**src/rtl/core/keyframe_vector_interpolation_assert.svh**
```systemverilog
// assertion macros for the keyframe interpolation block
`ifndef KEYFRAME_VECTOR_INTERPOLATION_ASSERT_SVH
`define KEYFRAME_VECTOR_INTERPOLATION_ASSERT_SVH

// antecedent implies consequent in the same cycle
`define KVI_ASSERT_IMPLY(name, ck, rs, ante, cons, msg) \
  name: assert property (@(posedge ck) disable iff (rs) (ante) |-> (cons)) \
    else $error(msg);

// antecedent implies consequent in the next cycle
`define KVI_ASSERT_NEXT(name, ck, rs, ante, cons, msg) \
  name: assert property (@(posedge ck) disable iff (rs) (ante) |=> (cons)) \
    else $error(msg);

`endif

```
**src/rtl/core/kvi_ram.sv**
```systemverilog
// generic single-port-write, single-port-read ram with registered read
module kvi_ram #(
  parameter int WIDTH = 32,
  parameter int DEPTH = 64
) (
  input  logic                     clk,
  input  logic                     we,
  input  logic [$clog2(DEPTH)-1:0] waddr,
  input  logic [WIDTH-1:0]         wdata,
  input  logic [$clog2(DEPTH)-1:0] raddr,
  output logic [WIDTH-1:0]         rdata
);

  logic [WIDTH-1:0] mem [DEPTH];

  // write port
  always_ff @(posedge clk) begin
    if (we) begin
      mem[waddr] <= wdata;
    end
  end

  // registered read port
  always_ff @(posedge clk) begin
    rdata <= mem[raddr];
  end

endmodule

```
**config.mk**
```make
export PLATFORM = sky130hd
export DESIGN_NAME = kvi_ram
export DESIGN_NICKNAME = d
export VERILOG_FILES = /design/src/rtl/core/keyframe_vector_interpolation_assert.svh /design/src/rtl/core/kvi_ram.sv
export SDC_FILE = /design/constraint.sdc
export NUM_CORES = 2
export LEC_CHECK = 0
export BUFFER_PORTS_ARGS = -buffer_cell sky130_fd_sc_hd__clkbuf_2
export CELL_PAD_IN_SITES_DETAIL_PLACEMENT = 1
export CELL_PAD_IN_SITES_GLOBAL_PLACEMENT = 2
export CORE_UTILIZATION = 51
export CTS_CLUSTER_SIZE = 8
export DETAILED_ROUTE_END_ITERATION = 6
export PLACE_DENSITY = 0.89
export SLEW_MARGIN = 10
export SYNTH_ARGS = -nofsm -noshare
export SYNTH_HDL_FRONTEND = slang
export SYNTH_SLANG_ARGS = --single-unit
```
**constraint.sdc**
```tcl
create_clock -name clk -period 5.53 [get_ports clk]
set_clock_uncertainty 0.05 [all_clocks]
set_input_delay 1.106 -clock clk [delete_from_list [all_inputs] [get_ports clk]]
set_output_delay 1.106 -clock clk [all_outputs]
set_load 0.05 [all_outputs]
```
==> flow_summary.json <==
{
  "core-area_sq_um": 152000,
  "r2r_start": "mem[38][20]$_DFFE_PP_",
  "crit_fanout": 49,
  "critPathKind": "primary input to flop",
  "grt_pass1_vias": 42500,
  "synthCells": 3324,
  "cts_resized": 0,
  "synth_area_sq_um": 78500,
  "cts-root-buf": "clkbuf_16",
  "ioPinCount": 78,
  "finalHoldViolCount": 0,
  "post_drt_wl_per_cell_microns": 39.4,
  "dp_hpwl_microns": 120000,
  "drive_gt1_frac": 0.305,
  "cts_tree": "yes",
  "tns_ns": 0,
  "rows": 143,
  "yosys.area_share.adder": 0,
  "post_cts_buffers": 0,
  "crit_family": "compound AO/OA/AOI/OAI gates",
  "worst_slew_pin_slew_ns": 1.36,
  "startpoint_type": "primary input",
  "place_inst": 5404,
  "fin_nets": 3733,
  "leakage_nw": 28.6,
  "grt_antenna_before_repair": 10,
  "clk_latency_ns": 0.92,
  "finalCritPeriodShare": 0.629,
  "r2r_setup_slack_ns": 2.97,
  "rsz0062_at_grt": "no",
  "drcViolationCount": 0,
  "power.density_nw_per_um2": 399,
  "holdPathEnd": "mem[0][25]$_DFFE_PP_",
  "setup_violations": 0,
  "hold_slack_ns": 0.586,
  "peakVddDrop_uv": 394,
  "slowest_stage": "o32ai_1",
  "finalMaxSlewViolations": 0,
  "synth_fp_nets": 3370,
  "grt_max_degree": 94,
  "slew_headroom": 0.0915,
  "outcome": "completed",
  "synth-compound-area-share": 0.0167,
  "timing.rr.end": "rdata[20]$_DFF_P_",
  "worst_ep_arrival_time_ns": 4.14,
  "min_path_type": "primary input to flop",
  "die_x_microns": 394,
  "worstPathCellList": "buf_8, buf_12, mux4_2, mux2i_1, nor2_1, o32ai_1, nor3_1",
  "initial_core_util": 0.515,
  "finalCriticalPeriod_ns": 3.48,
  "via_per_inst": 6.82,
  "drv_cap": 0,
  "synth_xor_area_frac": 0,
  "slowest_delay_ns": 1.01,
  "synth-seq-cells": 2080,
  "fp.dieArea_sq_um": 156000,
  "synthMuxAreaShare": 0.168,
  "dr.pass1.iters": 6,
  "ys_types": 34,
  "path_buf_inv": 2,
  "clk_pin_slew_worst_paths_ns": 0.05,
  "pre_cts_slack_ns": 1.30,
  "globalRouteTotalUtil": 0.298,
  "gp_congestion": 0.804,
  "htreeDepth": 5,
  "drt_iter0_drc": 6133,
  "cts.sinks": 2080,
  "synth_top_family_by_area": "multiplexers",
  "avgSynthCellArea_sq_um": 23.6,
  "max_freq_mhz": 287,
  "place_area_sq_um": 82400,
  "final_area_sq_um": 90900,
  "grt_overflow_total": 0,
  "cp-end-kind": "flop",
  "grt_pass1_wl_microns": 324000,
  "rr_worst_depth": 5,
  "total_power_mw": 36.3,
  "min-delay-start": "wdata[25]",
  "max-clock-path-buffers": 4,
  "setup_slack_ns": 2.05,
  "cts_hold_buf": 0,
  "cts_buffers": 309,
  "vias": 39900,
  "die_h_microns": 394,
  "post-route-util": 0.596,
  "antenna_left": 0,
  "wirelength_microns": 230000,
  "syn2layout_area_growth_pct": 15.7,
  "hold_depth": 1,
  "ys_warn_count": 0,
  "stdcell_count": 5852,
  "yosysSeqAreaShare": 0.791,
  "cp.required_ns": 6.19,
  "io_buffers": 77,
  "synthSimpleGateAreaFrac": 0.0127
}
## registers in the layout, summed over array words and instances (netlist names)
name and flops:
mem 2048, rdata 32
## worst max path at each step
| stage | from | cells after the start | end | slack (ns) |
|---|---|---|---|---|
| 2_1_floorplan | waddr[3] | 4 | mem[48][0]$_DFFE_PP_ | 1.21 |
| 3_3_place_gp | raddr[0] | 7 | rdata[20]$_DFF_P_ | 1.37 |
| 3_5_place_dp | raddr[0] | 7 | rdata[8]$_DFF_P_ | 1.30 |
| 4_1_cts | raddr[0] | 7 | rdata[8]$_DFF_P_ | 2.06 |
| 5_1_grt | raddr[0] | 7 | rdata[8]$_DFF_P_ | 2.02 |
| 6_report | raddr[0] | 7 | rdata[20]$_DFF_P_ | 2.05 |
## layer usage
| metal | track usage | up-vias | part of all wire |
|---|---|---|---|
| li1 | - | 15000 | - |
| met1 | 0.393 | 21100 | 0.35 |
| met2 | 0.479 | 3229 | 0.49 |
| met3 | 0.0663 | 623 | 0.11 |
| met4 | 0.138 | 14 | 0.048 |
| met5 | 0 | - | 0.00036 |
## placed cells by master, fill, tap and decap left out, drive strengths merged
cell,netlist,routed
nand2b,8,8
or3b,5,5
nor3,7,7
o221ai,27,27
nand4,2,2
buf,108,171
or2,3,3
a311oi,8,8
dfxtp,32,32
or3,3,3
mux2i,93,93
a41o,4,4
nor2,137,137
a31oi,1,1
nand2,26,26
diode,0,2
mux4,544,544
and3,4,4
edfxtp,2048,2048
and2,2,2
clkbuf,74,504
o22ai,84,84
o32ai,4,4
nand4b,1,1
a22oi,12,12
nand3,5,5
a21oi,62,62
nand3b,5,5
inv,0,3
nor2b,15,15
## worst register-to-register path, cell delays in order, from the launching register on
cell and delay, ns:
edfxtp_1 0.39, mux4_2 0.50, mux2i_1 0.22, nor2_1 0.09
o32ai_1 1.01, nor3_1 0.11
## Yosys cell counts, drive strengths merged
library cell,number,share of area
nor2b,15,0.0012
dfxtp,32,0.0082
or3b,5,0.00056
a21oi,62,0.0040
o32ai,4,0.00045
a22oi,12,0.0011
nor2,137,0.0065
o22ai,84,0.0067
o221ai,27,0.0030
nand4,2,0.00016
nand4b,1,0.00011
nand3b,5,0.00048
or3,3,0.00024
nor3,7,0.00045
nand2,26,0.0012
or2,3,0.00024
a41o,4,0.00051
mux4,544,0.16
a311oi,8,0.00089
nand3,5,0.00032
a31oi,1,0.000080
and3,4,0.00032
and2,2,0.00016
buf,108,0.0077
nand2b,8,0.00064
mux2i,93,0.012
clkbuf,74,0.0035
edfxtp,2048,0.78
## cell type report
| class | count | area, sq um |
|---|---|---|
| diodes | 2 | 5.00 |
| multi-input cells | 1062 | 16000 |
| clock inverters | 3 | 26.3 |
| clock buffers | 441 | 8360 |
| well taps | 2030 | 2540 |
| fillers | 12400 | 61600 |
| flip-flops and latches | 2080 | 62100 |
| repair buffers | 234 | 1830 |
## kinds of logic after synthesis
group                  count (synthesis)
flip-flops                          2080
AO/OA/AOI/OAI                        202
buffers and inverters                182
multiplexers                         637
AND/OR/NAND/NOR                      223
## where the power goes
group	leakage (nW)	internal (mW)	total [mW]	switching, mW
Clock	4.04	10.3	16.9	6.65
Sequential	18.7	17.5	17.6	0.102
Combinational	5.89	0.594	1.77	1.17
Power figures use the tool's default switching activity.
