### config.mk
export PLATFORM = sky130hd
export DESIGN_NAME = kvi_div
export DESIGN_NICKNAME = d
export VERILOG_FILES = /design/src/rtl/core/keyframe_vector_interpolation_assert.svh /design/src/rtl/core/kvi_pkg.sv /design/src/rtl/core/kvi_div.sv
export SDC_FILE = /design/constraint.sdc
export NUM_CORES = 1
export LEC_CHECK = 0
export CAP_MARGIN = 20
export CORE_MARGIN = 8
export CORE_UTILIZATION = 46
export DETAILED_ROUTE_END_ITERATION = 7
export DONT_BUFFER_PORTS = 1
export SYNTH_ARGS = -nofsm -noshare
export SYNTH_HDL_FRONTEND = slang
export SYNTH_SLANG_ARGS = --single-unit
### constraint.sdc
create_clock -name clk -period 6 [get_ports clk]
set_clock_uncertainty 0.1 [all_clocks]
set_input_delay 1.2 -clock clk [delete_from_list [all_inputs] [get_ports clk]]
set_output_delay 1.2 -clock clk [all_outputs]
set_load 0.05 [all_outputs]
### src/rtl/core/keyframe_vector_interpolation_assert.svh
// assertion macros for the keyframe interpolation block
`ifndef KEYFRAME_VECTOR_INTERPOLATION_ASSERT_SVH
`define KEYFRAME_VECTOR_INTERPOLATION_ASSERT_SVH

// antecedent implies consequent in the same cycle
`define KVI_ASSERT_IMPLY(name, ck, rs, ante, cons, msg) \
  name: assert property (@(posedge ck) disable iff (rs) (ante) |-> (cons)) \
    else $error(msg);

// antecedent implies consequent in the next cycle
`define KVI_ASSERT_NEXT(name, ck, rs, ante, cons, msg) \
  name: assert property (@(posedge ck) disable iff (rs) (ante) |=> (cons)) \
    else $error(msg);

`endif

### src/rtl/core/kvi_pkg.sv
// shared constants, types and states of the keyframe interpolation block
package kvi_pkg;

  // table size and index widths
  localparam int KEYS    = 64;
  localparam int IDX_W   = $clog2(KEYS);
  localparam int KEY_N_W = $clog2(KEYS + 1);

  // field widths
  localparam int CFG_W   = 7;
  localparam int SLOT_W  = 6;
  localparam int SEG_W   = 6;
  localparam int TIME_W  = 32;
  localparam int VAL_W   = 32;
  localparam int NCOMP   = 3;
  localparam int COMP_W  = $clog2(NCOMP);
  localparam int VEC_W   = NCOMP * VAL_W;

  // fraction format of the blend factor
  localparam int FRAC_BITS = 16;
  localparam int FACTOR_W  = FRAC_BITS + 1;
  localparam logic [FACTOR_W-1:0] FACTOR_ONE = FACTOR_W'(1) << FRAC_BITS;
  localparam int DIV_CNT_W = $clog2(FRAC_BITS);

  // operation codes
  localparam logic OP_LOAD  = 1'b0;
  localparam logic OP_QUERY = 1'b1;

  // blend unit phases
  localparam logic [1:0] PH_DIFF = 2'd0;
  localparam logic [1:0] PH_MUL  = 2'd1;
  localparam logic [1:0] PH_SUM  = 2'd2;

  typedef logic [VAL_W-1:0] comp_t;
  typedef comp_t [NCOMP-1:0] vec_t;

  typedef enum logic [2:0] {
    ST_IDLE,
    ST_SCAN,
    ST_DIVIDE,
    ST_READ_S,
    ST_READ_E,
    ST_START,
    ST_BLEND,
    ST_EMIT
  } kvi_state_t;

  typedef struct packed {
    logic              start;
    logic [TIME_W-1:0] dividend;
    logic [TIME_W-1:0] divisor;
  } div_req_t;

  typedef struct packed {
    logic                 done;
    logic                 busy;
    logic [FRAC_BITS-1:0] quot;
  } div_rsp_t;

  typedef struct packed {
    logic                start;
    logic [FACTOR_W-1:0] factor;
    vec_t                s_vec;
    vec_t                e_vec;
  } lerp_req_t;

  typedef struct packed {
    logic done;
    logic busy;
    vec_t res;
  } lerp_rsp_t;

endpackage

### src/rtl/core/kvi_div.sv
// restoring divider for the blend factor, one quotient bit per cycle
module kvi_div (
  input  logic              clk,
  input  logic              rst,
  input  kvi_pkg::div_req_t req,
  output kvi_pkg::div_rsp_t rsp
);

  logic [kvi_pkg::TIME_W-1:0]    rem;
  logic [kvi_pkg::TIME_W-1:0]    den;
  logic [kvi_pkg::FRAC_BITS-1:0] quot;
  logic [kvi_pkg::DIV_CNT_W-1:0] cnt;
  logic                          busy;
  logic                          done;
  logic [kvi_pkg::TIME_W:0]      shifted;
  logic [kvi_pkg::TIME_W:0]      diff;
  logic                          ge;

  // one trial subtraction; the remainder stays below the divisor when the dividend starts below it
  always_comb begin
    shifted = {rem, 1'b0};
    diff    = shifted - {1'b0, den};
    ge      = shifted >= {1'b0, den};
  end

  // control
  always_ff @(posedge clk) begin
    if (rst) begin
      busy <= 1'b0;
      done <= 1'b0;
      cnt  <= '0;
    end else begin
      done <= 1'b0;
      if (req.start) begin
        busy <= 1'b1;
        cnt  <= '0;
      end else if (busy) begin
        cnt <= cnt + 1'b1;
        if (cnt == kvi_pkg::DIV_CNT_W'(kvi_pkg::FRAC_BITS - 1)) begin
          busy <= 1'b0;
          done <= 1'b1;
        end
      end
    end
  end

  // datapath
  always_ff @(posedge clk) begin
    if (req.start) begin
      rem <= req.dividend;
      den <= req.divisor;
    end else if (busy) begin
      rem  <= ge ? diff[kvi_pkg::TIME_W-1:0] : shifted[kvi_pkg::TIME_W-1:0];
      quot <= {quot[kvi_pkg::FRAC_BITS-2:0], ge};
    end
  end

  assign rsp.done = done;
  assign rsp.busy = busy;
  assign rsp.quot = quot;

endmodule

==> summary.txt <==
Layout
  • Layout cells sized above 1: 4.67%
  • Antenna diodes: 0
  • Fill count: 1088
  • Non-filler instance count after layout: 657
  • Core Util, Final: 49.9%
  • Area grow syn2layout: 6.83%
  • Cell area after layout: 0.00565 mm²
  • Number of nets in the final layout: 610

Min path
  • WHS Path Cells: 2
  • Type of the worst min-delay path: reg2reg

Floorplan
  • Initial Utilization: 46.7%
  • Total die area: 0.0152 mm²
  • Die width: 123 µm
  • Die H: 123 µm
  • Core box area: 0.0113 mm²
  • I/O Pins: 85
  • Row Count: 39

Synthesis
  • Top cells by area, synth: edfxtp_1 (45%), ha_1 (7.8%), a21oi_1 (7.0%), nor2b_1 (3.7%), nand2_1 (3.1%)
  • FFs w/ async S/R, synth: 0%
  • Mapped Area: 0.00529 mm²
  • Post-synthesis cell count: 523
  • Post-synthesis average cell area: 10.1 µm²
  • #FFs+latches synth: 86
  • Syn Nets: 624
  • Synth top area share: 45.4%
  • Post-synthesis sequential area ratio: 47.7%
  • Synth warn: 0
  • Cell variety after synth: 64
  • Dominant cell type by area after synthesis: edfxtp_1
  • Post-synth EDFFs: 80
  • Top_reg_cell synth: edfxtp_1

Global route
  • M3 GR Usage: 5.62%
  • Global-route wire length before repair: 19.1 mm
  • Grt met2 use: 25.0%
  • Overall routing resource usage: 15.9%
  • Vias in the first global route: 3876
  • Global route overflow: 0
  • Antenna violations before repair: 1
  • M1 GR Usage: 20.3%
  • Global routing's busiest layer: met2
  • Pin count of the biggest net entering global routing: 107

Clock tree
  • Clock transition at path regs: 70 ps
  • Postcts setup bufs: 0
  • Root buffer cell: clkbuf_16
  • Post-cts resize count: 0
  • TritonCTS Buffers: 9
  • CTS tree: done
  • Htree depth: 3
  • Hold_buf cts: 0
  • Worst-Skew Late Latency: 350 ps
  • CTS Buffer Depth: 2
  • CTS Sinks: 86

Pwr
  • Worst vdd ir: 242 µV
  • Static leakage: 2.23 nW
  • Total chip power: 2.22 mW
  • PD cells: 393 mW/mm²

Setup path
  • Crit end category: flop
  • Flop2flop setup slack: 2600 ps
  • Crit path DAT: 3390 ps
  • Critical path type: reg2reg
  • R2R depth: 10
  • CP max FO: 34
  • Req. time, crit path: 5990 ps
  • CP Launch Type: flop

STA
  • Setup TNS: 0 ps
  • Fin crit period: 3400 ps
  • Hold WS: 411 ps
  • RSZ-0062 raised after global routing: no
  • Ratio of final minimum period to clock period: 56.6%
  • Fmax: 0.294 GHz
  • Max-slew headroom: 44.2%
  • Final setup violating endpoints: 0
  • Slew Viols, Final: 0
  • Measured slew at the worst slew-check pin: 837 ps
  • Worst setup margin: 2600 ps
  • Hold Vio Cnt, Final: 0

Job
  • Max-Cap Viols: 0

Detailed routing
  • Initial drt markers: 223
  • DRT Pass-1 Iters: 6
  • Via density: 5.74
  • Final wirelength: 11.6 mm
  • WL/cell: 17.7 µm
  • Antenna Violating Nets Remaining: 0
  • Drc violations: 0
  • Via count: 3770

Outcome
  • Outcome: completed

Placement
  • Dpl cells: 641
  • Port buffer count: 0
  • Area post-placement: 0.00535 mm²
  • Setup WS pre-CTS: 2600 ps
  • HPWL after detailed placement: 8.23 mm
  • Placer Congestion: 0.820
[cells in the mapped netlist (2+ instances only)]
master,count
edfxtp_1,80
a21oi_1,74
nand2_1,44
inv_1,36
ha_1,33
nor2b_1,31
o21ai_0,21
nor2_1,17
clkbuf_1,16
xnor2_1,15
nor3_1,14
a21o_1,13
xor2_1,9
o21a_1,8
mux2i_1,7
nand2b_1,7
nand4_1,7
buf_2,6
dfxtp_1,6
nand3_1,6
a31oi_1,5
and2_1,4
o211ai_1,4
buf_4,3
nand3b_1,3
o31ai_1,3
or3_1,3
a2111oi_0,2
a211oi_1,2
a21boi_0,2
a31o_2,2
and3_1,2
and4_1,2
mux2_2,2
o21bai_1,2
o311ai_0,2
o31a_1,2
or4_1,2
[routing by layer]
layer / vias up / wire length (µm)
met4: 2 / 99
met2: 67 / 5520
met3: 9 / 590
met5: - / 12
li1: 1884 / -
met1: 1808 / 5380
[path summary, 6_finish.rpt]
| path | from | end |
|---|---|---|
| worst min-delay path | cnt[3] | done |
| worst max-delay path | rem[5] | rem[1] |
| worst min register to register | cnt[3] | done |
| worst max register to register | rem[5] | rem[1] |
[cell usage in the layout, fill, tap and decap left out, types with 3 or more instances in the layout]
master | netlist | final
o21ai_0 | 21 | 21
o31ai_1 | 3 | 3
nand4_1 | 7 | 7
a21o_1 | 13 | 13
nand2b_1 | 7 | 7
ha_1 | 33 | 33
nand3_1 | 6 | 6
o211ai_1 | 4 | 4
nor3_1 | 14 | 14
inv_1 | 36 | 36
a31oi_1 | 5 | 5
dfxtp_1 | 6 | 6
nor2_1 | 17 | 17
a21oi_1 | 74 | 74
o21a_1 | 8 | 8
xnor2_1 | 15 | 15
clkbuf_16 | 0 | 9
nor2b_1 | 31 | 31
edfxtp_1 | 80 | 80
nand3b_1 | 3 | 3
xor2_1 | 9 | 9
nand2_1 | 44 | 44
or3_1 | 3 | 3
and2_1 | 4 | 4
mux2i_1 | 7 | 7
[state kept, by name, summed over array words and instances (netlist names)]
register and flops:
busy 1, den 32, done 1, rem 32
cnt 4, quot 16
[cells by family after synthesis]
| family | synth area share, % |
|---|---|
| flip-flops | 47.7 |
| AND/OR/NAND/NOR | 14.5 |
| XOR/XNOR | 3.97 |
| adder cells (fa/ha/maj) | 8.18 |
| multiplexers | 1.75 |
| AO/OA/AOI/OAI | 18.6 |
| buffers and inverters | 5.25 |
[layout make-up]
class | count | area (µm²) | area share [%]
Sequential cell | 86 | 2520 | 44.6
Clock buffer | 11 | 233 | 4.12
Inverter | 37 | 139 | 2.46
Multi-Input combinational cell | 373 | 2490 | 44.1
Tap cell | 143 | 179 | 3.17
Timing Repair Buffer | 2 | 15.0 | 0.266
Clock inverter | 5 | 73.8 | 1.31
[power by group]
part	switching (mW)	internal, mW
combinational	0.474	0.343
sequential	0.0560	0.760
clock	0.229	0.362
[worst max-delay path: stages, from the launching register on]
cell and delay, ps:
edfxtp_1 390, ha_1 410, a2111o_1 430, o21ai_0 380, a211oi_2 140, o21a_1 210, o21ai_1 120, and2_1 170
buf_4 380, mux2i_1 130, mux2_2 270
(Power assumes the default switching activity.)
