===== src/rtl/core/keyframe_vector_interpolation_assert.svh =====
// assertion macros for the keyframe interpolation block
`ifndef KEYFRAME_VECTOR_INTERPOLATION_ASSERT_SVH
`define KEYFRAME_VECTOR_INTERPOLATION_ASSERT_SVH

// antecedent implies consequent in the same cycle
`define KVI_ASSERT_IMPLY(name, ck, rs, ante, cons, msg) \
  name: assert property (@(posedge ck) disable iff (rs) (ante) |-> (cons)) \
    else $error(msg);

// antecedent implies consequent in the next cycle
`define KVI_ASSERT_NEXT(name, ck, rs, ante, cons, msg) \
  name: assert property (@(posedge ck) disable iff (rs) (ante) |=> (cons)) \
    else $error(msg);

`endif


===== src/rtl/core/kvi_pkg.sv =====
// shared constants, types and states of the keyframe interpolation block
package kvi_pkg;

  // table size and index widths
  localparam int KEYS    = 64;
  localparam int IDX_W   = $clog2(KEYS);
  localparam int KEY_N_W = $clog2(KEYS + 1);

  // field widths
  localparam int CFG_W   = 7;
  localparam int SLOT_W  = 6;
  localparam int SEG_W   = 6;
  localparam int TIME_W  = 32;
  localparam int VAL_W   = 32;
  localparam int NCOMP   = 3;
  localparam int COMP_W  = $clog2(NCOMP);
  localparam int VEC_W   = NCOMP * VAL_W;

  // fraction format of the blend factor
  localparam int FRAC_BITS = 16;
  localparam int FACTOR_W  = FRAC_BITS + 1;
  localparam logic [FACTOR_W-1:0] FACTOR_ONE = FACTOR_W'(1) << FRAC_BITS;
  localparam int DIV_CNT_W = $clog2(FRAC_BITS);

  // operation codes
  localparam logic OP_LOAD  = 1'b0;
  localparam logic OP_QUERY = 1'b1;

  // blend unit phases
  localparam logic [1:0] PH_DIFF = 2'd0;
  localparam logic [1:0] PH_MUL  = 2'd1;
  localparam logic [1:0] PH_SUM  = 2'd2;

  typedef logic [VAL_W-1:0] comp_t;
  typedef comp_t [NCOMP-1:0] vec_t;

  typedef enum logic [2:0] {
    ST_IDLE,
    ST_SCAN,
    ST_DIVIDE,
    ST_READ_S,
    ST_READ_E,
    ST_START,
    ST_BLEND,
    ST_EMIT
  } kvi_state_t;

  typedef struct packed {
    logic              start;
    logic [TIME_W-1:0] dividend;
    logic [TIME_W-1:0] divisor;
  } div_req_t;

  typedef struct packed {
    logic                 done;
    logic                 busy;
    logic [FRAC_BITS-1:0] quot;
  } div_rsp_t;

  typedef struct packed {
    logic                start;
    logic [FACTOR_W-1:0] factor;
    vec_t                s_vec;
    vec_t                e_vec;
  } lerp_req_t;

  typedef struct packed {
    logic done;
    logic busy;
    vec_t res;
  } lerp_rsp_t;

endpackage


===== src/rtl/core/kvi_lerp.sv =====
// blend unit: one shared multiplier, one component at a time
module kvi_lerp (
  input  logic               clk,
  input  logic               rst,
  input  kvi_pkg::lerp_req_t req,
  output kvi_pkg::lerp_rsp_t rsp
);

  localparam int DIFF_W = kvi_pkg::VAL_W + 1;
  localparam int PROD_W = DIFF_W + kvi_pkg::FACTOR_W + 1;
  localparam int Q_W    = PROD_W - kvi_pkg::FRAC_BITS;

  kvi_pkg::vec_t                   s_vec;
  kvi_pkg::vec_t                   e_vec;
  kvi_pkg::vec_t                   res;
  logic [kvi_pkg::FACTOR_W-1:0]    factor;
  logic [kvi_pkg::COMP_W-1:0]      comp;
  logic [1:0]                      phase;
  logic                            busy;
  logic                            done;
  logic signed [DIFF_W-1:0]        diff;
  logic signed [PROD_W-1:0]        prod;
  logic signed [Q_W-1:0]           quo;
  logic signed [Q_W-1:0]           sum;
  logic [kvi_pkg::VAL_W-1:0]       sat;
  logic signed [DIFF_W-1:0]        s_ext;
  logic signed [DIFF_W-1:0]        e_ext;

  // sign-extended operands of the current component
  always_comb begin
    s_ext = DIFF_W'($signed(s_vec[comp]));
    e_ext = DIFF_W'($signed(e_vec[comp]));
  end

  // floor of product over one, added to the start value, then saturated
  always_comb begin
    quo = prod[PROD_W-1:kvi_pkg::FRAC_BITS];
    sum = Q_W'(s_ext) + quo;
    if (!sum[Q_W-1] && (sum[Q_W-2:kvi_pkg::VAL_W-1] != '0)) begin
      sat = {1'b0, {(kvi_pkg::VAL_W-1){1'b1}}};
    end else if (sum[Q_W-1] && (sum[Q_W-2:kvi_pkg::VAL_W-1] != '1)) begin
      sat = {1'b1, {(kvi_pkg::VAL_W-1){1'b0}}};
    end else begin
      sat = sum[kvi_pkg::VAL_W-1:0];
    end
  end

  // phase sequencing
  always_ff @(posedge clk) begin
    if (rst) begin
      busy  <= 1'b0;
      done  <= 1'b0;
      comp  <= '0;
      phase <= kvi_pkg::PH_DIFF;
    end else begin
      done <= 1'b0;
      if (req.start) begin
        busy  <= 1'b1;
        comp  <= '0;
        phase <= kvi_pkg::PH_DIFF;
      end else if (busy) begin
        case (phase)
          kvi_pkg::PH_DIFF: phase <= kvi_pkg::PH_MUL;
          kvi_pkg::PH_MUL:  phase <= kvi_pkg::PH_SUM;
          kvi_pkg::PH_SUM: begin
            phase <= kvi_pkg::PH_DIFF;
            if (comp == kvi_pkg::COMP_W'(kvi_pkg::NCOMP - 1)) begin
              busy <= 1'b0;
              done <= 1'b1;
            end else begin
              comp <= comp + 1'b1;
            end
          end
          default: phase <= kvi_pkg::PH_DIFF;
        endcase
      end
    end
  end

  // datapath: difference, product, sum
  always_ff @(posedge clk) begin
    if (req.start) begin
      s_vec  <= req.s_vec;
      e_vec  <= req.e_vec;
      factor <= req.factor;
    end else if (busy) begin
      case (phase)
        kvi_pkg::PH_DIFF: diff <= e_ext - s_ext;
        kvi_pkg::PH_MUL:  prod <= PROD_W'(diff * $signed({1'b0, factor}));
        kvi_pkg::PH_SUM: begin
          // zero factor returns the start key untouched
          res[comp] <= (factor == '0) ? s_vec[comp] : sat;
        end
        default: ;
      endcase
    end
  end

  assign rsp.done = done;
  assign rsp.busy = busy;
  assign rsp.res  = res;

endmodule


===== config.mk =====
export PLATFORM = sky130hd
export DESIGN_NAME = kvi_lerp
export DESIGN_NICKNAME = d
export VERILOG_FILES = /design/src/rtl/core/keyframe_vector_interpolation_assert.svh /design/src/rtl/core/kvi_pkg.sv /design/src/rtl/core/kvi_lerp.sv
export SDC_FILE = /design/constraint.sdc
export NUM_CORES = 2
export LEC_CHECK = 0
export ABC_AREA = 1
export ABC_CLOCK_PERIOD_IN_PS = 8050
export BUFFER_PORTS_ARGS = -buffer_cell sky130_fd_sc_hd__buf_4
export CAP_MARGIN = 20
export CORE_ASPECT_RATIO = 1.25
export CORE_MARGIN = 3
export CORE_UTILIZATION = 35
export CTS_CLUSTER_DIAMETER = 30
export DETAILED_ROUTE_END_ITERATION = 10
export PLACE_DENSITY_LB_ADDON = 0.2
export SLEW_MARGIN = 10
export SYNTH_ARGS = -nofsm -noshare
export SYNTH_HDL_FRONTEND = slang
export SYNTH_SLANG_ARGS = --single-unit
export TNS_END_PERCENT = 50

===== constraint.sdc =====
create_clock -name clk -period 8.05 [get_ports clk]
set_clock_uncertainty 0.2 [all_clocks]
set_input_delay 0.4025 -clock clk [delete_from_list [all_inputs] [get_ports clk]]
set_output_delay 0.4025 -clock clk [all_outputs]
set_load 0.02 [all_outputs]

==> results.cfg <==
[worst_setup_path]
crit_required_ps = 8240
crit_type = flip-flop to flip-flop
cp-end-kind = flip-flop
critPathLaunchType = flip-flop
cp_max_fo = 22
arrival_ps = 7260

[cts]
cts.sinks = 379
cts_resized = 0
root_buffer = clkbuf_16
clk_pin_slew_ps = 50
clock_latency_ps = 680
cts_made_buffers = 84
h-tree-depth = 3
cts_tree = built
cts_buffer_depth = 3

[die]
start_util_pct = 35.3
rows = 134
die_w_um = 300
die_h_um = 373
dieArea_mm2 = 0.112
core-area_mm2 = 0.107
ios = 310

[yosys]
synth-adder-area-share_pct = 34.6
ys_seq_area_share_pct = 30.0
async_flop_share_pct = 0
synth.most_common_cell = inv_1
synth_seq_cells = 379
synthTopCellsByCount = 1,036 x inv_1, 1,003 x nand2_1, 536 x fa_1, 373 x edfxtp_1, 212 x nor2_1
yosysTopAreaCellShare_pct = 29.7
synth_compound_area_share_pct = 6.25
yosys.area_share.simple_pct = 15.0
synth_mux_area_share_pct = 0
synth_top_family_by_area = adder cells
synthesis.nets = 5135
synth_area_leaders = edfxtp_1 30%, fa_1 28%, inv_1 10%
netlist_instances = 4201
ys_warn_count = 0
synth_edf_count = 373
synth_xor_area_share_pct = 2.04
avgSynthCellArea_um2 = 8.99
synthFlopType = edfxtp_1
synth_area_leader_cell = edfxtp_1
ys_types = 48
syn_area_mm2 = 0.0378

[cells_and_area]
antenna_cells = 0
drive_gt1_share_pct = 12.9
area_growth_syn_to_layout_pct = 23.7
n_fill_cell = 10600
stdcell_count = 6198
multiInputGateArea_mm2 = 0.0219
finalNetCount = 5635
ff_latch_area_mm2 = 0.0113

[timing]
hold_viol = 0
fin_crit_sh_pct = 87.9
tightest_slew_ps = 1100
setup_viol = 0
maxSlewViolCount = 0
relSlewSlack_pct = 27.0
rsz0062_at_grt = no
fin_tns_setup_ps = 0
fmax_ghz = 0.141
fin_crit_ps = 7070

[grt]
grt_pass1_wl_um = 182000
first_global_vias = 31500
track_usage_pct = 21.2
antenna_found_initial = 2
grt_max_degree = 103
grt_overflow = 0

[detailed_routing]
drt-vias-per-instance = 4.67
ant_nets = 0
wl_um = 116000
drt_iter0_markers = 1450
wire_per_inst_um = 18.8
drc_errors = 0
vias = 28900
first_pass_iters = 5

[hold_path]
hp-class = input pin to flip-flop

[job]
cap_violations = 0

[placement]
gp_congestion = 0.936
dp_hpwl_um = 94400
dp.cells = 5832
port_buffers = 309

[run_status]
status = finished, final reports clean
-- metrics by stage --
stage               area [µm²]  setup WS (ps)  hold WS (ps)  util (%)
floorplan                37800           2060           256         -
global placement         41700            942           270      39.0
detailed placement       41700           1040           281      39.0
CTS                      46700           1010           102      43.6
global route             46700            615           117      43.7
finish                   46700            978          88.9      43.7
-- cell families after synthesis --
| logic type | count (synthesis) |
|---|---|
| AO/OA/AOI/OAI | 397 |
| AND/OR/NAND/NOR | 1404 |
| adder cells (fa/ha/maj) | 722 |
| buffers and inverters | 1211 |
| flip-flops | 379 |
| XOR/XNOR | 88 |
-- registers in the layout, summed over array words and instances, names as in the netlist --
signal / cells
e_vec: 96
rsp: 96
s_vec: 96
prod: 35
diff: 33
factor: 17
comp: 2
phase: 2
busy: 1
done: 1
-- critical path, stage by stage (launching register included) --
cell and delay [ps]:
edfxtp_1 970, nand2_1 200, inv_1 130, fa_1 570, fa_1 920, fa_1 530
fa_1 520, fa_1 500, inv_1 50, fa_1 470, inv_1 40, ha_1 360
a21oi_1 200, a21boi_0 390, nor3_1 90, nor4_1 250, o21ai_0 200, xor2_1 180
-- per-layer routing --
| layer | up-vias | global-route usage, % | share of wire (%) |
|---|---|---|---|
| met5 | - | 0 | 0 |
| met2 | 671 | 39.3 | 53 |
| met1 | 14400 | 24.6 | 39 |
| met4 | 0 | 8.00 | 3.9 |
| li1 | 13700 | - | - |
| met3 | 173 | 2.76 | 3.7 |
-- cell usage in the layout (no fill, tap or decap), types with 10 or more instances in the layout --
master	count
nand2_1	1003
o21ai_0	120
nand3_1	50
nor2_1	207
a32oi_1	31
nand2_2	10
ha_1	186
clkinvlp_4	11
xnor2_1	30
or2_2	63
nor3_1	26
o21bai_1	20
a21o_1	17
nand4_1	12
dlygate4sd3_1	210
buf_4	373
a21boi_0	10
xor2_1	58
a21oi_1	145
clkbuf_1	10
a31oi_1	14
clkbuf_16	85
fa_1	536
edfxtp_1	373
inv_1	1034
clkinv_2	13
-- area by class of cell --
type	count	share of cell area [%]
Clock inverter	61	1.60
Sequential cell	379	24.2
Clock buffer	94	4.58
Tap cell	1428	3.82
Timing Repair Buffer	585	10.6
Inverter	1040	8.36
Multi-Input combinational cell	2611	46.8
-- final timing paths --
| kind | from | endpoint | slack [ps] | cells after the start |
|---|---|---|---|---|
| worst min register to register | phase[1] | phase[1] | 290 | 2 |
| worst min-delay path | req[209] | s_vec[38] | 90 | 1 |
| worst max register to register | factor[4] | prod[47] | 980 | 17 |
| worst max-delay path | factor[4] | prod[47] | 980 | 17 |
-- repair_timing --
action	CTS	global route
hold endpoints to repair	215	0
buffers inserted	0	0
hold buffers	210	0
Power is not shown: default switching activity piles up to over one toggle a cycle in this logic, so the estimate is an artifact.
